**src/hw/rtl/ovle_pkg.sv**
```systemverilog
// Shared types and constants for the ordered value list engine.
// No dependencies.
package ovle_pkg;

  localparam int unsigned DEPTH_DEFAULT = 16;
  localparam int unsigned VALUE_W       = 32;

  typedef enum logic [1:0] {
    CMD_INSERT   = 2'd0,
    CMD_DELETE   = 2'd1,
    CMD_SEARCH   = 2'd2,
    CMD_TRAVERSE = 2'd3
  } cmd_t;

  typedef enum logic [1:0] {
    STAT_OK       = 2'd0,
    STAT_FULL     = 2'd1,
    STAT_NOTFOUND = 2'd2,
    STAT_EMPTY    = 2'd3
  } status_t;

endpackage

```
**src/hw/rtl/ordered_value_list_engine.sv**
```systemverilog
// Ordered value list engine: bounded list held compacted in one synchronous memory.
// Depends on ovle_pkg.
//
// Insert: appends the value at the list end. Search/delete: scan one entry per cycle
// through the memory read port until a match or the list end; delete then moves each
// later entry up one slot per cycle. Traverse: one result beat per cycle while the
// output is taken. One item at a time.
// Reset (rst, synchronous) empties the list and clears control; store data is kept.
module ordered_value_list_engine #(
  parameter int unsigned DEPTH = ovle_pkg::DEPTH_DEFAULT
) (
  input  logic                              clk,
  input  logic                              rst,
  input  logic                              s_axis_tvalid,
  output logic                              s_axis_tready,
  input  logic signed [ovle_pkg::VALUE_W-1:0] s_axis_tdata,  // [31:0] operand_value
  input  logic        [1:0]                 s_axis_tuser,  // [1:0] command
  output logic                              m_axis_tvalid,
  input  logic                              m_axis_tready,
  output logic signed [ovle_pkg::VALUE_W-1:0] m_axis_tdata,  // [31:0] entry_value
  output logic        [2:0]                 m_axis_tuser,  // [1:0] status, [2] found
  output logic                              m_axis_tlast
);

  localparam int unsigned AW = $clog2(DEPTH);
  localparam int unsigned CW = $clog2(DEPTH + 1);
  localparam int unsigned VW = ovle_pkg::VALUE_W;

  typedef enum logic [4:0] {
    S_IDLE  = 5'b00001,
    S_SCAN  = 5'b00010,
    S_SHIFT = 5'b00100,
    S_TRAV  = 5'b01000,
    S_RESP  = 5'b10000
  } state_t;

  state_t state, state_next;
  logic [CW-1:0] count, count_next;
  logic [AW-1:0] idx, idx_next;
  logic [CW-1:0] idx_ext;

  logic signed [VW-1:0] mem [DEPTH];
  logic signed [VW-1:0] rd_data;
  logic                 rd_en;
  logic [AW-1:0]        rd_addr;
  logic                 wr_en;
  logic [AW-1:0]        wr_addr;
  logic signed [VW-1:0] wr_data;

  logic signed [VW-1:0] opnd;
  logic                 is_del;
  ovle_pkg::status_t    resp_status, resp_status_next;
  logic                 resp_found, resp_found_next;

  logic                 out_valid;
  logic                 out_free;
  logic                 ld;
  ovle_pkg::status_t    ld_status;
  logic                 ld_found;
  logic signed [VW-1:0] ld_value;
  logic                 ld_last;
  ovle_pkg::status_t    out_status;
  logic                 out_found;
  logic signed [VW-1:0] out_value;
  logic                 out_last;

  ovle_pkg::cmd_t cmd_in;
  logic           accept;

  assign cmd_in        = ovle_pkg::cmd_t'(s_axis_tuser);
  assign s_axis_tready = (state == S_IDLE);
  assign accept        = s_axis_tvalid && s_axis_tready;
  assign idx_ext       = CW'(idx);
  assign out_free      = !out_valid || m_axis_tready;

  always_comb begin
    state_next       = state;
    idx_next         = idx;
    count_next       = count;
    rd_en            = 1'b0;
    rd_addr          = idx;
    wr_en            = 1'b0;
    wr_addr          = idx;
    wr_data          = rd_data;
    resp_status_next = resp_status;
    resp_found_next  = resp_found;
    ld               = 1'b0;
    ld_status        = resp_status;
    ld_found         = resp_found;
    ld_value         = '0;
    ld_last          = 1'b1;
    case (state)
      S_IDLE: begin
        if (s_axis_tvalid) begin
          case (cmd_in)
            ovle_pkg::CMD_INSERT: begin
              resp_found_next = 1'b0;
              if (count == CW'(DEPTH)) begin
                resp_status_next = ovle_pkg::STAT_FULL;
              end else begin
                wr_en            = 1'b1;
                wr_addr          = count[AW-1:0];
                wr_data          = s_axis_tdata;
                count_next       = count + CW'(1);
                resp_status_next = ovle_pkg::STAT_OK;
              end
              state_next = S_RESP;
            end
            ovle_pkg::CMD_DELETE, ovle_pkg::CMD_SEARCH: begin
              if (count == '0) begin
                resp_status_next = ovle_pkg::STAT_NOTFOUND;
                resp_found_next  = 1'b0;
                state_next       = S_RESP;
              end else begin
                rd_en      = 1'b1;
                rd_addr    = '0;
                idx_next   = '0;
                state_next = S_SCAN;
              end
            end
            default: begin
              if (count == '0) begin
                resp_status_next = ovle_pkg::STAT_EMPTY;
                resp_found_next  = 1'b0;
                state_next       = S_RESP;
              end else begin
                rd_en      = 1'b1;
                rd_addr    = '0;
                idx_next   = '0;
                state_next = S_TRAV;
              end
            end
          endcase
        end
      end
      S_SCAN: begin
        if (rd_data == opnd) begin
          resp_status_next = ovle_pkg::STAT_OK;
          resp_found_next  = 1'b1;
          if (!is_del) begin
            state_next = S_RESP;
          end else if (idx_ext + CW'(1) == count) begin
            count_next = count - CW'(1);
            state_next = S_RESP;
          end else begin
            rd_en      = 1'b1;
            rd_addr    = idx + AW'(1);
            state_next = S_SHIFT;
          end
        end else if (idx_ext + CW'(1) == count) begin
          resp_status_next = ovle_pkg::STAT_NOTFOUND;
          resp_found_next  = 1'b0;
          state_next       = S_RESP;
        end else begin
          rd_en    = 1'b1;
          rd_addr  = idx + AW'(1);
          idx_next = idx + AW'(1);
        end
      end
      S_SHIFT: begin
        // rd_data holds entry idx+1; move it down into idx
        wr_en    = 1'b1;
        wr_addr  = idx;
        wr_data  = rd_data;
        idx_next = idx + AW'(1);
        if (idx_ext + CW'(2) == count) begin
          count_next = count - CW'(1);
          state_next = S_RESP;
        end else begin
          rd_en   = 1'b1;
          rd_addr = idx + AW'(2);
        end
      end
      S_TRAV: begin
        if (out_free) begin
          ld        = 1'b1;
          ld_status = ovle_pkg::STAT_OK;
          ld_found  = 1'b0;
          ld_value  = rd_data;
          ld_last   = (idx_ext + CW'(1) == count);
          if (idx_ext + CW'(1) == count) begin
            state_next = S_IDLE;
          end else begin
            rd_en    = 1'b1;
            rd_addr  = idx + AW'(1);
            idx_next = idx + AW'(1);
          end
        end
      end
      S_RESP: begin
        if (out_free) begin
          ld         = 1'b1;
          state_next = S_IDLE;
        end
      end
      default: state_next = S_IDLE;
    endcase
  end

  always_ff @(posedge clk) begin
    if (rst) begin
      state     <= S_IDLE;
      count     <= '0;
      out_valid <= 1'b0;
    end else begin
      state <= state_next;
      count <= count_next;
      if (ld) begin
        out_valid <= 1'b1;
      end else if (m_axis_tready) begin
        out_valid <= 1'b0;
      end
    end
  end

  always_ff @(posedge clk) begin
    idx         <= idx_next;
    resp_status <= resp_status_next;
    resp_found  <= resp_found_next;
    if (accept) begin
      opnd   <= s_axis_tdata;
      is_del <= (cmd_in == ovle_pkg::CMD_DELETE);
    end
    if (ld) begin
      out_status <= ld_status;
      out_found  <= ld_found;
      out_value  <= ld_value;
      out_last   <= ld_last;
    end
  end

  always_ff @(posedge clk) begin
    if (wr_en) begin
      mem[wr_addr] <= wr_data;
    end
    if (rd_en) begin
      rd_data <= mem[rd_addr];
    end
  end

  assign m_axis_tvalid = out_valid;
  assign m_axis_tdata  = out_value;
  assign m_axis_tuser  = {out_found, out_status};
  assign m_axis_tlast  = out_last;

  a_count_bound: assert property (@(posedge clk) disable iff (rst)
    count <= CW'(DEPTH))
    else $error("entry count above depth");

  a_shift_range: assert property (@(posedge clk) disable iff (rst)
    state == S_SHIFT |-> idx_ext + CW'(2) <= count)
    else $error("shift beyond list end");

  a_insert_grows: assert property (@(posedge clk) disable iff (rst)
    accept && cmd_in == ovle_pkg::CMD_INSERT && count != CW'(DEPTH)
    |=> count == $past(count) + CW'(1))
    else $error("insert did not grow list");

  a_trav_end: assert property (@(posedge clk) disable iff (rst)
    state == S_TRAV && out_free && idx_ext + CW'(1) == count |=> state == S_IDLE)
    else $error("traverse did not finish on last entry");

  a_no_overrun: assert property (@(posedge clk) disable iff (rst)
    out_valid && !m_axis_tready |=> !($past(ld)) || out_valid)
    else $error("pending result lost");

endmodule
```
**config.mk**
```make
export PLATFORM = sky130hd
export DESIGN_NAME = ordered_value_list_engine
export DESIGN_NICKNAME = d
export VERILOG_FILES = /design/src/hw/rtl/ovle_pkg.sv /design/src/hw/rtl/ordered_value_list_engine.sv
export SDC_FILE = /design/constraint.sdc
export NUM_CORES = 1
export LEC_CHECK = 0
export ABC_AREA = 1
export BUFFER_PORTS_ARGS = -buffer_cell sky130_fd_sc_hd__buf_2
export CAP_MARGIN = 20
export CORE_ASPECT_RATIO = 2
export CORE_MARGIN = 5
export CORE_UTILIZATION = 48
export DETAILED_ROUTE_END_ITERATION = 12
export PLACE_DENSITY = 0.69
export SKIP_LAST_GASP = 1
export SLEW_MARGIN = 20
export SYNTH_ARGS = -nofsm -noshare
export SYNTH_HDL_FRONTEND = slang
export SYNTH_SLANG_ARGS = --single-unit
```
**constraint.sdc**
```tcl
create_clock -name clk -period 10.9 [get_ports clk]
set_clock_uncertainty 0.05 [all_clocks]
set_input_delay 3.27 -clock clk [delete_from_list [all_inputs] [get_ports clk]]
set_output_delay 3.27 -clock clk [all_outputs]
set_load 0.03 [all_outputs]
```
* Word-level counts from Yosys, hierarchy flattened
Memories as Yosys holds them, arrays and structs flattened. A register that Yosys moved wholly into a read port is not among the register bits. Index checks and enable logic that the tools add are counted.
Word-level totals: output and inout bits 38, RAM bits 512, memories kept 1, bits in registers 87, bits of input ports 38
Memories:
- mem | depth 16, width 32, rd ports 1, clocked after memory_dff 1, write ports 1, line ordered_value_list_engine.sv:42 | logic signed [VW-1:0] mem [DEPTH];
Operators by class: eq/ne operators 25, $add $sub $neg 6, mux-type cells 77, reduce and logical (&&, ||, !) cells 17
Operators with widths (count):
- 32-bit two-way mux | 4
- 5-bit two-way mux | 18
- 4-bit two-way mux | 13
- 32-bit equality test | 1
- 4-bit case mux with 4 select lines | 2
- 1-bit two-way mux | 25
- 5-bit case mux with 5 select lines | 1
- 2-bit != test (second input constant) | 10
- 5-bit case mux with 3 select lines | 1
- 2-bit two-way mux | 7
- 5-bit equality test | 2
- 5-bit equality test (second input constant) | 2
- 5-bit case mux with 2 select lines | 1
- 2-bit case mux with 2 select lines | 2
- 8-bit AND reduction | 1
- 3-bit != test (second input constant) | 2
- 6-bit AND reduction | 1
- 4-bit by 1-bit adder with 5-bit output (second input constant) | 1
- 4-bit by 2-bit adder with 5-bit output (second input constant) | 1
- 5-bit by 1-bit adder with 5-bit output (second input constant) | 1
- 5-bit by 1-bit equality test with 1-bit output (second input constant) | 1
- 5-bit by 2-bit equality test with 1-bit output (second input constant) | 1
- 5-bit by 3-bit equality test with 1-bit output (second input constant) | 1
- 5-bit by 4-bit equality test with 1-bit output (second input constant) | 1
- 21 further kinds | 25

* Depth between registers and ports, before layout
Gate-level depths: netlist of run 1.
depth in word-level cells 7, mapped depth 22

* Worst setup path after synthesis of run 1
No wires, ideal clock.
kind in2reg, start in s_axis_tvalid, end mem mem[0][0] (netlist bit), enable pin, arrival time 7.035 ns, stages 7, setup slack 3.394 ns, buffers on the path 1, required time 10.429 ns, path through inv_1 -> nor2_1 -> nand2_1 -> clkbuf_1 -> o21ai_0 -> nand3_1 -> nor2_1
Between the ends: longest elaborated chain between the ends 4, elaborated cells on any way between the ends 6
Ends and longest elaborated chain:
- start, declared | line ordered_value_list_engine.sv:14 | input logic s_axis_tvalid,
- 1-bit two-way mux | line ordered_value_list_engine.sv:94 | if (s_axis_tvalid) begin
- 1-bit case mux with 2 select lines | line ordered_value_list_engine.sv:92 | case (state)
- 1-bit two-way mux | line ordered_value_list_engine.sv:233 | if (wr_en) begin
- 1-bit two-way mux (implied by the code) | line ordered_value_list_engine.sv:234 | mem[wr_addr] <= wr_data;
- end, declared | line ordered_value_list_engine.sv:42
Parallel ways exist; a longest one is shown, timed or not.

* Final worst setup path of run 1
start in s_axis_tuser[1], end reg rd_data[13] (read register of mem), data pin
Between the ends: longest elaborated chain between the ends 4, elaborated cells on any way between the ends 7
Ends and longest elaborated chain:
- start, declared | line ordered_value_list_engine.sv:17 | input logic [1:0] s_axis_tuser,
- 2-bit zero test * | line ordered_value_list_engine.sv:95 | case (cmd_in)
- 4-bit two-way mux or 1-bit two-way mux (tied branches)
- 4-bit two-way mux or 1-bit two-way mux (tied branches) | line ordered_value_list_engine.sv:94
- 4-bit case mux with 4 select lines or 1-bit case mux with 4 select lines (tied branches) | line ordered_value_list_engine.sv:92
- end, declared | line ordered_value_list_engine.sv:43 | logic signed [VW-1:0] rd_data;
Mark *: on every way between the ends. The rest lies on a longest branch, timed or not. A chain may end at the register's enable or synchronous reset.

==> results of run 1 <==
-- worst min-delay path by stage --
stage / cells past startpoint / slack (ns) / endpoint
2_1_floorplan: 2 / 0.40 / state[3]
6_report: 2 / 0.45 / state[3]
3_3_place_gp: 2 / 0.43 / state[3]
3_5_place_dp: 2 / 0.44 / state[3]
5_1_grt: 2 / 0.46 / state[3]
4_1_cts: 2 / 0.45 / state[3]
-- routing by layer --
layer  wire (µm)  track usage  up-vias
li1            -            -     9210
met1       26800        0.276     9602
met2       38300        0.404      950
met3        6000       0.0266      215
met4        3830        0.109        0
met5           0            0        -
-- per-stage QoR --
stage / hold slack (ns) / area (µm²)
after global placement: 0.430 / 29300
after global routing: 0.464 / 31000
final: 0.445 / 31000
after CTS: 0.448 / 31000
after detailed placement: 0.439 / 29300
after floorplan: 0.401 / 28200
-- registers in the layout, indices dropped and copies added (netlist names), 2 cells and up --
signal,flops
m_axis_tdata,32
rd_data,32
idx,4
mem,512
resp_status,2
state,5
out_status,2
count,5
opnd,32
-- worst max-delay path, cell delays in order --
cell                      delay (ns)
sky130_fd_sc_hd__buf_2          0.11
sky130_fd_sc_hd__inv_1          0.10
sky130_fd_sc_hd__ha_1           0.17
sky130_fd_sc_hd__inv_1          0.05
sky130_fd_sc_hd__nand2_1        0.06
sky130_fd_sc_hd__inv_1          0.06
sky130_fd_sc_hd__nand2_1        0.18
sky130_fd_sc_hd__a21oi_1        0.10
sky130_fd_sc_hd__o21ai_0        0.16
sky130_fd_sc_hd__nor2_1         0.13
sky130_fd_sc_hd__nand2_8        0.39
sky130_fd_sc_hd__buf_4          0.77
sky130_fd_sc_hd__buf_4          0.85
sky130_fd_sc_hd__nand3_1        0.17
sky130_fd_sc_hd__nand3_1        0.15
sky130_fd_sc_hd__nand3_1        0.12
sky130_fd_sc_hd__nand3_1        0.12
sky130_fd_sc_hd__nand2_1        0.06
-- power breakdown --
group	leakage (nW)	internal, mW	switching [mW]
Clock	0.813	0.980	0.868
Combinational	6.23	1.36	3.76
Sequential	5.69	3.28	0.127
Total	12.7	5.61	4.76
-- cell usage in the layout, fill, tap and decap left out, types with 4 or more instances in the layout --
cell,Yosys,final
sky130_fd_sc_hd__nor2_1,128,111
sky130_fd_sc_hd__nand3_1,606,606
sky130_fd_sc_hd__buf_4,7,42
sky130_fd_sc_hd__xor2_1,8,8
sky130_fd_sc_hd__ha_1,9,9
sky130_fd_sc_hd__nand2_1,713,711
sky130_fd_sc_hd__edfxtp_1,620,620
sky130_fd_sc_hd__nand4_1,16,16
sky130_fd_sc_hd__o21ai_0,18,18
sky130_fd_sc_hd__bufinv_16,0,4
sky130_fd_sc_hd__inv_2,6,6
sky130_fd_sc_hd__a21oi_2,0,17
sky130_fd_sc_hd__clkbuf_16,0,52
sky130_fd_sc_hd__nor2_4,2,19
sky130_fd_sc_hd__clkinv_1,0,6
sky130_fd_sc_hd__inv_1,363,363
sky130_fd_sc_hd__clkbuf_1,31,7
sky130_fd_sc_hd__xnor2_1,9,9
sky130_fd_sc_hd__and2_1,6,6
sky130_fd_sc_hd__clkinv_2,0,14
sky130_fd_sc_hd__buf_2,100,75
sky130_fd_sc_hd__nand2_2,6,5
sky130_fd_sc_hd__dfxtp_1,11,11
sky130_fd_sc_hd__a21oi_1,49,31
sky130_fd_sc_hd__inv_6,0,4
-- layout make-up --
| type | count | area, µm² |
|---|---|---|
| fillers | 4964 | 27200 |
| flip-flops and latches | 631 | 18800 |
| clock inverters | 34 | 317 |
| repair buffers | 118 | 702 |
| clock buffers | 59 | 1330 |
| well taps | 762 | 953 |
| multi-input cells | 1600 | 7510 |
| inverters | 369 | 1390 |
-- kinds of logic after synthesis --
family	synth area share
xor+xnor	0.00527
simple gates	0.229
flops	0.667
fa+ha+maj	0.00470
compound gates	0.0177
buf+inv	0.0761
==> reports/metrics.yaml, run 1 <==
layout:
  design.final.nets: 2820
  synthToLayoutAreaGrowth_pct: 9.86
  final_core_utilization: 0.533
  antenna-diode-count: 0
  final_layout_size_suffix_gt1_frac: 0.0936
  fin_cells: 3573
power:
  p_leak_nw: 12.7
  vdd_drop_max_v: 0.000357
  power_per_cell_area_nw_per_um2: 334
  total_power_mw: 10.4
clocking:
  cts.clk_slew.worst_paths_ns: 0.07
  clock_tree.root_cell: "sky130_fd_sc_hd__clkbuf_16"
  clock_tree_from_tritoncts: "yes"
  cts.path.max_buffers: 3
  cts-resized-gates: 0
  clkLatencyLatePin_ns: 0.61
  post-cts-setup-buffer-count: 0
  clock_sink_count: 631
  cts_hold_buffers: 0
  number_of_buffers_created_by_cts: 52
  cts_max_level: 2
synth:
  postSynthAreaPerCell_um2: 10.3
  synthesis.nets: 2795
  async_reset_ff_frac: 0
  synthCells: 2747
  ys_seq_elements: 631
  synthDistinctLibCells: 44
  post_synth_edffs: 620
  synth_area_um2: 28200
  synth.area.top_cells: "sky130_fd_sc_hd__edfxtp_1, sky130_fd_sc_hd__nand3_1, sky130_fd_sc_hd__nand2_1, sky130_fd_sc_hd__inv_1, sky130_fd_sc_hd__buf_2"
  yosysWarnings: 0
  post-synth-top-area-fraction: 0.659
  synth.yosys.seq_area_share: 0.667
  yosys.area.top_type: "sky130_fd_sc_hd__edfxtp_1"
  synth_ff_type: "sky130_fd_sc_hd__edfxtp_1"
  synthMostInstantiatedCell: "sky130_fd_sc_hd__nand2_1"
  synth.top_cells.by_count: "sky130_fd_sc_hd__nand2_1, sky130_fd_sc_hd__edfxtp_1, sky130_fd_sc_hd__nand3_1"
sta:
  timing.final.max_slew_violations: 0
  post-route-worst-setup-slack_ns: 3.96
  final_period_minus_worst_setup_slack_ns: 6.94
  setup_violations_final: 0
  final.setup.tns_ns: 0
  timing_hold_violations_final: 0
  fin_crit_sh: 0.637
  relSlewSlack: 0.279
  grt_setup_unrepaired: "no"
  worstMarginPinSlew_ns: 1.08
  maxClockFrequency_mhz: 144
drt:
  detail_route.drc_violations: 0
  firstDrtPassIters: 8
  vias: 20000
  drt-vias-per-instance: 5.59
  ant_nets: 0
  drt_wl_total_um: 74900
  drt_iter0_drc: 2035
  post_drt_wl_per_cell_um: 21.0
grt:
  via_count_of_the_first_global_routing_pass: 19500
  antenna_found_initial: 0
  grt_overflow: 0
  track_usage: 0.228
  grt_start_max_net_pins: 143
  first_pass_grt_wire_length_um: 113000
run:
  max-cap-violations: 0
die:
  die_area_um2: 64100
  chipWidth_um: 182
  die_h_um: 353
  std_cell_rows: 125
  io_pins: 76
  initial_core_util: 0.485
  core-area_um2: 58200
placed_design:
  io_buffer_count: 75
  place_ws_ns: 3.47
  dpl.hpwl_um: 43100
  routabilityCongestion: 0.897
  post-place-cells: 3480
critical_path:
  worstRegToRegCells: 20
  critPathMaxFanout: 92
  critical_path_arrival_ns: 7.24
  cp_data_required_time_ns: 11.20
  critPathCapture: "rd_data[13]"
  critPathCaptureType: "register"
  regToRegSetupSlack_ns: 5.25
  worst_r2r_endpoint: "rd_data[13]"
  path_class: "input pin to register"
  crit_path_start_kind: "input pin"
  timing.rr.start: "idx[2]"
  timing.critical_path.from: "s_axis_tuser[1]"
hold_path:
  hold_path.class: "register to register"
  min-delay-start: "state[3]"
run_status:
  status: "finished clean"
No activity file was read; power rests on OpenSTA's default activity.
==> run 2, diff against run 1 <==
clock period = 7.17 ns   (was 10.9 ns; I/O delays follow)
==> run 2 against run 1 <==
  * Clock power is 57% higher
  * Combinational power grew 55%
  * Utilization rose by 0.34 points
  * Via count increased by 0.29%
  * Register-to-register slack got worse by 2.8 ns
  * Final cell count barely moved
  * Critical path type unchanged
  * Critical endpoint is now mem[14][11]
  * Highest routed layer unchanged
==> reports/metrics.yaml, run 2 (synthesized netlist as in run 1, its figures left out) <==
run_status:
  status: "finished clean"  # unchanged
clocking:
  cts.clk_slew.worst_paths_ns: 0.07  # about the same
  cts.path.max_buffers: 3  # unchanged
  clock_tree.root_cell: "sky130_fd_sc_hd__clkbuf_16"  # unchanged
  number_of_buffers_created_by_cts: 52  # unchanged
  post-cts-setup-buffer-count: 0  # unchanged
  cts_hold_buffers: 0  # unchanged
  cts-resized-gates: 0  # unchanged
  clkLatencyLatePin_ns: 0.61  # about the same
  clock_sink_count: 631  # unchanged
  cts_max_level: 2  # unchanged
  clock_tree_from_tritoncts: "yes"  # unchanged
critical_path:
  critical_path_arrival_ns: 5.26  # was 7.24 ns
  timing.critical_path.buf_inv: 4  # was 6
  path_class: "input pin to register"  # unchanged
  cpMaxStageDelayCell: "sky130_fd_sc_hd__o21ai_0"  # was sky130_fd_sc_hd__buf_4
  critPathCaptureType: "register"  # unchanged
  cp_data_required_time_ns: 7.37  # was 11.20 ns
  crit_path_start_kind: "input pin"  # unchanged
  critPathMaxFanout: 31  # was 92
  critPathMaxStageDelay_ns: 0.59  # was 0.85 ns
  critical_path.cell_chain: "buf_2 -> inv_1 -> ha_1 -> o21ai_0 -> inv_1 -> nand2_2 -> o21ai_0 -> nand3_1 -> nor2_4 -> buf_4"  # was buf_2 -> inv_1 -> ha_1 -> inv_1 -> nand2_1 -> inv_1 -> nand2_1 -> a21oi_1 -> o21ai_0 -> nor2_1 -> nand2_8 -> buf_4 -> buf_4 -> nand3_1 -> nand3_1 -> nand3_1 -> nand3_1 -> nand2_1
  cell_class_contributing_the_biggest_share_of_worst_path_delay: "simple AND/OR/NAND/NOR gates"  # was buffers and inverters
drt:
  drt_iter0_drc: 1949  # was 2035
  post_drt_wl_per_cell_um: 21.2  # was 21.0 µm
  drt_wl_total_um: 75700  # was 74900 µm
  vias: 20000  # about the same
  drt-vias-per-instance: 5.60  # was 5.59
  firstDrtPassIters: 8  # unchanged
  ant_nets: 0  # unchanged
  detail_route.drc_violations: 0  # unchanged
sta:
  relSlewSlack: 0.220  # was 0.279
  timing.final.max_slew_violations: 0  # unchanged
  final.setup.tns_ns: 0  # unchanged
  final_period_minus_worst_setup_slack_ns: 5.06
  fin_crit_sh: 0.706
  timing_hold_violations_final: 0  # unchanged
  worstMarginPinSlew_ns: 1.17  # was 1.08 ns
  grt_setup_unrepaired: "no"  # unchanged
  setup_violations_final: 0  # unchanged
  maxClockFrequency_mhz: 198
layout:
  largest_register_ff_count: 512  # unchanged
  final_area_um2: 31200  # was 31000 µm²
  leading_cell_type_in_the_layout_fill_and_taps_excluded: "sky130_fd_sc_hd__nand2_1"  # unchanged
  synthToLayoutAreaGrowth_pct: 10.6  # was 9.86%
  final_cell_mix: "sky130_fd_sc_hd__nand2_1, sky130_fd_sc_hd__edfxtp_1, sky130_fd_sc_hd__nand3_1"  # unchanged
  fill_cells: 4915  # was 4964
  antenna-diode-count: 0  # unchanged
  final_layout_size_suffix_gt1_frac: 0.0952  # was 0.0936
  max_flop_register: "mem"  # unchanged
  design.final.nets: 2820  # unchanged
  final_core_utilization: 0.537  # was 0.533
power:
  power_dissipated_by_switching_net_loads_mw: 7.29  # was 4.76 mW
  power.share.clock: 0.181  # was 0.178
  sw_frac_of_total: 0.455  # was 0.459
  share_comb_of_total_power: 0.496  # was 0.493
  intPower_mw: 8.74  # was 5.61 mW
  total_power_mw: 16.0  # was 10.4 mW
  power_per_cell_area_nw_per_um2: 513  # was 334 nW/µm²
  pwr-share-seq: 0.323  # was 0.328
  vdd_drop_max_v: 0.000737  # was 0.000357 V
  p_leak_nw: 12.8  # was 12.7 nW
die:
  initial_core_util: 0.485  # unchanged
  io_pins: 76  # unchanged
  core-area_um2: 58200  # unchanged
  std_cell_rows: 125  # unchanged
  die_area_um2: 64100  # unchanged
  chipWidth_um: 182  # unchanged
  die_h_um: 353  # unchanged
grt:
  first_pass_grt_wire_length_um: 114000  # was 113000 µm
  antenna_found_initial: 1  # was 0
  grt_overflow: 0  # unchanged
  grt_start_max_net_pins: 203  # was 143
  track_usage: 0.231  # was 0.228
  via_count_of_the_first_global_routing_pass: 19600  # was 19500
hold_path:
  hold_path.class: "register to register"  # unchanged
placed_design:
  io_buffer_count: 75  # unchanged
  routabilityCongestion: 0.913  # was 0.897
  detailed_place.area_um2: 29400  # was 29300 µm²
  dpl.hpwl_um: 43200  # was 43100 µm
run:
  max-cap-violations: 0  # unchanged
## run 2: per-stage QoR
stage,worst slack [ns],instances,hold slack (ns)
final,2.11,3576,0.469
after global routing,1.87,3576,0.495
after CTS,2.22,3573,0.470
after detailed placement,1.58,3477,0.460
after global placement,1.64,3477,0.432
after floorplan,0.783,2747,0.401
## run 2: area by class of cell
class                           count  area (µm²)  area share
Sequential cell                   631       18800       0.603
Multi-Input combinational cell   1600        7540       0.241
Inverter                          369        1390      0.0444
Clock buffer                       64        1350      0.0431
Tap cell                          762         953      0.0305
Timing Repair Buffer              118         798      0.0256
Clock inverter                     32         369      0.0118
## run 2: power groups by stage
stage	registers (mW)	logic [mW]	clock network, mW
global route	5.20	8.70	3.09
CTS	5.19	7.82	2.94
global placement	5.26	7.63	0
detailed placement	5.27	7.79	0
finish	5.18	7.94	2.90
floorplan	5.21	5.68	0
## run 2: worst paths after layout
kind	startpoint	end	slack, ns	depth (start not counted)
hold reg to reg	state[3]	state[3]	0.47	2
hold / removal	state[3]	state[3]	0.47	2
setup / recovery	s_axis_tuser[1]	mem[14][11]	2.11	10
setup reg to reg	idx[2]	rd_data[7]	2.48	19
## run 2: metal layers
metal,part of all wire,global-route usage,up-vias
met2,0.50,0.402,967
met3,0.083,0.0322,219
met1,0.36,0.283,9626
li1,-,-,9223
met5,0,0,-
met4,0.052,0.113,0
## run 2: worst register-to-register path: stages (launching register included)
cell and delay (ns):
sky130_fd_sc_hd__edfxtp_1 0.70, sky130_fd_sc_hd__ha_1 0.32, sky130_fd_sc_hd__nand2_1 0.07, sky130_fd_sc_hd__nand2_1 0.09, sky130_fd_sc_hd__nand2_1 0.10, sky130_fd_sc_hd__nand2_1 0.07, sky130_fd_sc_hd__nand2_1 0.06, sky130_fd_sc_hd__nor2_2 0.16
sky130_fd_sc_hd__nand3_2 0.27, sky130_fd_sc_hd__nand2_1 0.16, sky130_fd_sc_hd__nand2_1 0.08, sky130_fd_sc_hd__nand2_1 0.08, sky130_fd_sc_hd__nand3_1 0.18, sky130_fd_sc_hd__nand2_8 0.39, sky130_fd_sc_hd__buf_12 0.57, sky130_fd_sc_hd__nand3_1 0.59
sky130_fd_sc_hd__nand3_1 0.18, sky130_fd_sc_hd__nand3_1 0.09, sky130_fd_sc_hd__nand3_1 0.14, sky130_fd_sc_hd__nand2_1 0.07
